==> config.mk <==
export PLATFORM = sky130hd
export DESIGN_NAME = crf_ctrl
export DESIGN_NICKNAME = d
export VERILOG_FILES = /design/src/rtl/crf_pkg.sv /design/src/rtl/crf_ctrl.sv
export SDC_FILE = /design/constraint.sdc
export NUM_CORES = 1
export LEC_CHECK = 0
export BUFFER_PORTS_ARGS = -buffer_cell sky130_fd_sc_hd__buf_2
export CAP_MARGIN = 15
export CORE_AREA = 8 8 45 47
export CTS_BUF_LIST = sky130_fd_sc_hd__clkbuf_8 sky130_fd_sc_hd__clkbuf_16
export DETAILED_ROUTE_END_ITERATION = 10
export DIE_AREA = 0 0 53 55
export PLACE_DENSITY_LB_ADDON = 0.3
export SYNTH_ARGS = -nofsm -noshare
export SYNTH_HDL_FRONTEND = slang
export SYNTH_SLANG_ARGS = --single-unit
==> constraint.sdc <==
create_clock -name clk_i -period 1.2 [get_ports clk_i]
set_input_delay 0.24 -clock clk_i [delete_from_list [all_inputs] [get_ports clk_i]]
set_output_delay 0.24 -clock clk_i [all_outputs]
set_load 0.02 [all_outputs]
==> src/rtl/crf_pkg.sv <==
// Shared types and fixed field widths of the circle raster frame buffer.
`default_nettype none

package crf_pkg;

  // Fixed widths of the request and result fields
  localparam int ACTION_W   = 2;
  localparam int CENTER_W   = 12;
  localparam int RADIUS_W   = 5;
  localparam int ROW_SEL_W  = 5;
  localparam int ROW_BITS_W = 64;

  // Request action codes; the fourth code is ignored
  typedef enum logic [ACTION_W-1:0] {
    ACT_CLEAR = 2'd0,
    ACT_DRAW  = 2'd1,
    ACT_READ  = 2'd2
  } action_e;

  // Commands from the controller to the datapath
  typedef struct packed {
    logic load;      // capture a draw request and its bounding box
    logic clear;     // blank the whole frame
    logic read_row;  // issue the store read for a read request
    logic col_step;  // square one column offset
    logic row_step;  // read one row of the box and square its row offset
    logic out_load;  // capture the row returned by a read request
  } crf_cmd_t;

  // Status from the datapath to the controller
  typedef struct packed {
    logic col_last;   // column pass is at its last column
    logic box_empty;  // clipped box holds no pixel
    logic row_last;   // row pass is at the last row of the box
  } crf_status_t;

endpackage

`default_nettype wire

==> src/rtl/crf_ctrl.sv <==
// Controller state machine of the circle raster frame buffer.
`default_nettype none

module crf_ctrl (
  input  wire logic                          clk_i,
  input  wire logic                          rst_ni,
  input  wire logic                          start_i,
  input  wire logic [crf_pkg::ACTION_W-1:0]  action_i,
  input  wire crf_pkg::crf_status_t          status_i,
  output crf_pkg::crf_cmd_t                  cmd_o,
  output logic                               busy_o,
  output logic                               done_o
);

  import crf_pkg::*;

  typedef enum logic [2:0] {
    ST_IDLE,
    ST_COLS,
    ST_ROWS,
    ST_DRAIN,
    ST_READ
  } state_e;

  state_e state_q, state_d;
  logic   done_q;
  logic   take;

  assign take = start_i && (state_q == ST_IDLE);

  // Decode commands for the datapath
  always_comb begin
    cmd_o          = '0;
    cmd_o.load     = take && (action_i == ACT_DRAW);
    cmd_o.clear    = take && (action_i == ACT_CLEAR);
    cmd_o.read_row = take && (action_i == ACT_READ);
    cmd_o.col_step = (state_q == ST_COLS) && !status_i.box_empty;
    cmd_o.row_step = (state_q == ST_ROWS);
    cmd_o.out_load = (state_q == ST_READ);
  end

  // Next state
  always_comb begin
    state_d = state_q;
    case (state_q)
      ST_IDLE: begin
        if (take && (action_i == ACT_DRAW)) begin
          state_d = ST_COLS;
        end else if (take && (action_i == ACT_READ)) begin
          state_d = ST_READ;
        end
      end
      ST_COLS: begin
        if (status_i.box_empty) begin
          state_d = ST_IDLE;
        end else if (status_i.col_last) begin
          state_d = ST_ROWS;
        end
      end
      ST_ROWS: begin
        if (status_i.row_last) begin
          state_d = ST_DRAIN;
        end
      end
      ST_DRAIN: state_d = ST_IDLE;
      ST_READ:  state_d = ST_IDLE;
      default:  state_d = ST_IDLE;
    endcase
  end

  // Hold state and the result strobe
  always_ff @(posedge clk_i or negedge rst_ni) begin
    if (!rst_ni) begin
      state_q <= ST_IDLE;
      done_q  <= 1'b0;
    end else begin
      state_q <= state_d;
      done_q  <= (state_q == ST_READ);
    end
  end

  assign busy_o = (state_q != ST_IDLE);
  assign done_o = done_q;

endmodule

`default_nettype wire

### Word-level counts from Yosys, hierarchy flattened

Cells that the tools add are included.

* bits in registers: 4
* word-level logic and storage cells: 26
* bits of input ports: 8

* equality and inequality tests: 8
* mux-type cells: 6
* reduce and logical (&&, ||, !) cells: 10

Operators by type and width (count)
* $mux 3: 5
* $pmux 3 s3: 1
* $ne 3x3->1 const B: 2
* $logic_and 1x1->1: 5
* $eq 3x1->1 const B: 1
* $eq 3x2->1 const B: 1
* $eq 3x3->1 const B: 1
* $logic_not 3->1: 1
* $reduce_and 3->1: 1
* $reduce_bool 3->1: 1
* $eq 2x1->1 const B: 1
* $eq 2x2->1 const B: 1
* $logic_not 2->1: 1
* $ne 2x2->1 const B: 1
* $logic_not 1->1: 1

### Longest topological paths before layout

* depth after elaboration: 6
* mapped depth: 3
* gate-level depth less buffers: 3

### Worst setup path before layout

Ideal clock, no wire load.

* path kind: reg2reg
* from: register state_q[2]
* to: register state_q[0]
* arrival: 1.506 ns
* required time: 1.097 ns
* cell stages (with the launch flop): 4
* period minus slack after synthesis: 1.610 ns
* path slack: -0.410 ns
* buffers on the path: 0
* cell sequence: dfrtp_1 > nor4b_1 > nand2b_1 > o41ai_2

* longest elaborated chain between the ends: 5
* elaborated cells between the ends (all ways): 12

Ends and longest elaborated chain
* start: declaration: line crf_ctrl.sv:25 `state_e state_q, state_d;`
* start signal: assignment: line crf_ctrl.sv:77 `state_q <= state_d;`
* $logic_not 3->1: line crf_ctrl.sv:29, crf_ctrl.sv:45
* $logic_and 1x1->1: line crf_ctrl.sv:29 `assign take = start_i && (state_q == ST_IDLE);`
* $logic_and 1x1->1, on equally long branches: line crf_ctrl.sv:49, crf_ctrl.sv:47
* $ne 3x3->1 (no line) / $mux 3 (equally long branches)
* $reduce_and 3->1 (no line) / $pmux 3 s3 (equally long branches)

Several ways; a longest one is shown, not always the timed one.
A chain may end at the register's enable or synchronous reset.

==> flow_summary.yaml <==
timing:
  setup_ws_ns: -0.3965
  relSlewSlack_pct: 84.16
  tightest_slew_ns: 0.2351
  maxSlewViolCount: 0
  setup_viol: 8
  max_freq_mhz: 626.4
  final-hold-violation-count: 0
  clock_skew_ns: 0.003509
  min_period_ns: 1.597
  timing.final.crit_share_pct: 133.0
  rsz0062_at_grt: "true"
synth:
  synth_area_leaders: "dfrtp_1 (44%), nor3b_1 (16%), o41ai_2 (7.1%), nand2b_1 (5.5%), nor3_1 (4.4%)"
  syn_avg_cell_area_um2: 9.955
  synth_nets: 31
  synth_warnings: 0
  synth_area_leader_cell: "dfrtp_1"
  synth_seq_cells: 4
  syn_area_um2: 229.0
  ys_types: 13
  synth_edf_count: 0
  async_flop_share_pct: 100.0
  synthFlopType: "dfrtp_1"
  yosysSeqAreaShare_pct: 43.72
  yosysMostFrequentCell: "nor3b_1"
  synth_cells: 23
  synth_top_area_share_pct: 43.72
  netlist_top_cells_count: "nor3b_1 (5), dfrtp_1 (4), nand2b_1 (2), nor2_1 (2), nor3_1 (2)"
die:
  die_y_um: 55
  die-area_um2: 2915
  core_region_area_um2: 1384
  dieWidth_um: 53
  boundaryPins: 16
  placementRows: 14
  start_util_pct: 16.55
layout:
  drive_above_1_share_pct: 79.63
  stdcell_area_um2: 600.6
  syn2layout_area_growth_pct: 162.3
  n_antenna_cell: 0
  fillers: 136
  finalCoreUtilization_pct: 43.40
  finalNetCount: 64
  regArea_um2: 100.1
  multiInputGateArea_um2: 209.0
  final_cells: 70
route:
  via_per_inst: 4.129
  wirelength_um: 802
  drt_iter0_drc: 6
  ant_nets: 0
  dr.pass1.iters: 4
  drcViolationCount: 0
  wire_per_inst_um: 11.46
  num_vias: 289
clock_network:
  cts_root_buf: "clkbuf_8"
  clk_pin_slew_ns: 0.03
  cts_tree: "done"
  worst_skew_pair.late_latency_ns: 0.22
  clock_sinks: 4
  numCtsBuffers: 3
  clk_path_buf_depth: 2
  cts_max_level: 1
place:
  post-place-cells: 59
  dp_hpwl_um: 566
  portBuffers: 15
  gp_congestion: 0.6788
  place_area_um2: 409.1
  place_worst_setup_slack_ns: -0.1907
global_route:
  grt_pass1_wl_mm: 1.290
  grt_pass1_vias: 305
  antenna_found_initial: 0
  grt_max_degree: 7
  overflow: 0
  grt_usage_pct: 6.140
critical_path:
  cp-start-kind: "flip-flop"
  critical_path_class: "flip-flop to primary output"
  worst-path-max-fanout: 4
  end_kind: "primary output"
  arrival_ns: 1.36
  required_ns: 0.96
run:
  maxCapViolCount: 0
pwr:
  leakage_nw: 0.2918
  power_density_nw_per_um2: 2024
  ir_worst_vdd_mv: 1.004
  power_mw: 1.216
run_status:
  status: "finished with violations"
  violations: "setup timing"
hold_path:
  hold_class: "input port to flip-flop"
[kinds of logic after synthesis]
| logic type | share of synthesized area, % |
|---|---|
| buffers and inverters | 1.638 |
| and+or+nand+nor | 45.36 |
| AOI/OAI and AO/OA | 9.289 |
| DFF | 43.72 |
[state kept, by name, summed over array words and instances, names as in the netlist]
signal   flops
state_q      3
done_o       1
[timing repair]
action                                  CTS  global route
resized for setup                        20             3
endpoints found under the setup margin    8             9
buffers inserted                          4             3
endpoints found under the hold margin     4             0
hold buffers                              1             0
pin swaps                                 7             1
[per-layer routing]
metal  vias to the layer above  share of wire (%)  GRT usage (%)
li1                        147                  -              -
met1                       127                 41          6.748
met2                        15                 47          8.398
met3                         0                 11          3.476
met4                         0                  0          5.172
met5                         -                  0              0
[placed cells by master (no fill, tap or decap), drive strengths merged]
| master | count |
|---|---|
| dlygate4sd3 | 1 |
| nor2 | 2 |
| nand2b | 2 |
| clkbuf | 3 |
| buf | 27 |
| dfrtp | 4 |
| nand3 | 1 |
| nor3 | 2 |
| inv | 1 |
| nor3b | 5 |
| and2b | 1 |
| nor4b | 1 |
| nor4bb | 1 |
| nand2 | 1 |
| o41ai | 1 |
| a21oi | 1 |
[cell type report]
class / count / area share [%]
tap: 16 / 3.333
multi-input combinational: 18 / 34.79
sequential: 4 / 16.67
inverter: 1 / 0.6250
timing repair buffer: 28 / 37.71
clock buffer: 3 / 6.875
[metrics by stage]
| step | setup TNS, ns | hold slack [ns] |
|---|---|---|
| after floorplan | -0.6093 | -0.05559 |
| after global placement | -0.6523 | 0.04914 |
| after detailed placement | -0.7690 | 0.04844 |
| after CTS | -1.911 | 0.3077 |
| after global routing | -2.802 | 0.3089 |
| final | -2.198 | 0.3090 |
[report_power, final]
group	leakage (nW)	total [mW]	internal (mW)	switching [mW]
sequential	0.0540	0.203	0.173	0.0306
combinational	0.216	0.733	0.392	0.341
clock	0.0216	0.280	0.213	0.0664
[path summary, 6_finish.rpt]
kind / from / cells past startpoint / end / slack [ns]
setup / recovery: state_q[2] / 4 / cmd_o[5] / -0.40
hold / removal: status_i[2] / 3 / state_q[1] / 0.31
min in group asynchronous: rst_ni / 2 / done_o / 0.36
setup reg to reg: state_q[2] / 6 / state_q[0] / -0.21
max in group asynchronous: rst_ni / 2 / state_q[0] / 0.72
hold reg to reg: state_q[0] / 2 / state_q[0] / 0.62
[worst max-delay path, stage by stage (launching register included)]
cell and delay [ns]:
dfrtp_1 0.38, nor3_2 0.24, nand2_2 0.16, nor3b_4 0.21, buf_6 0.14
Note: power is estimated with default switching activity, not from simulation.
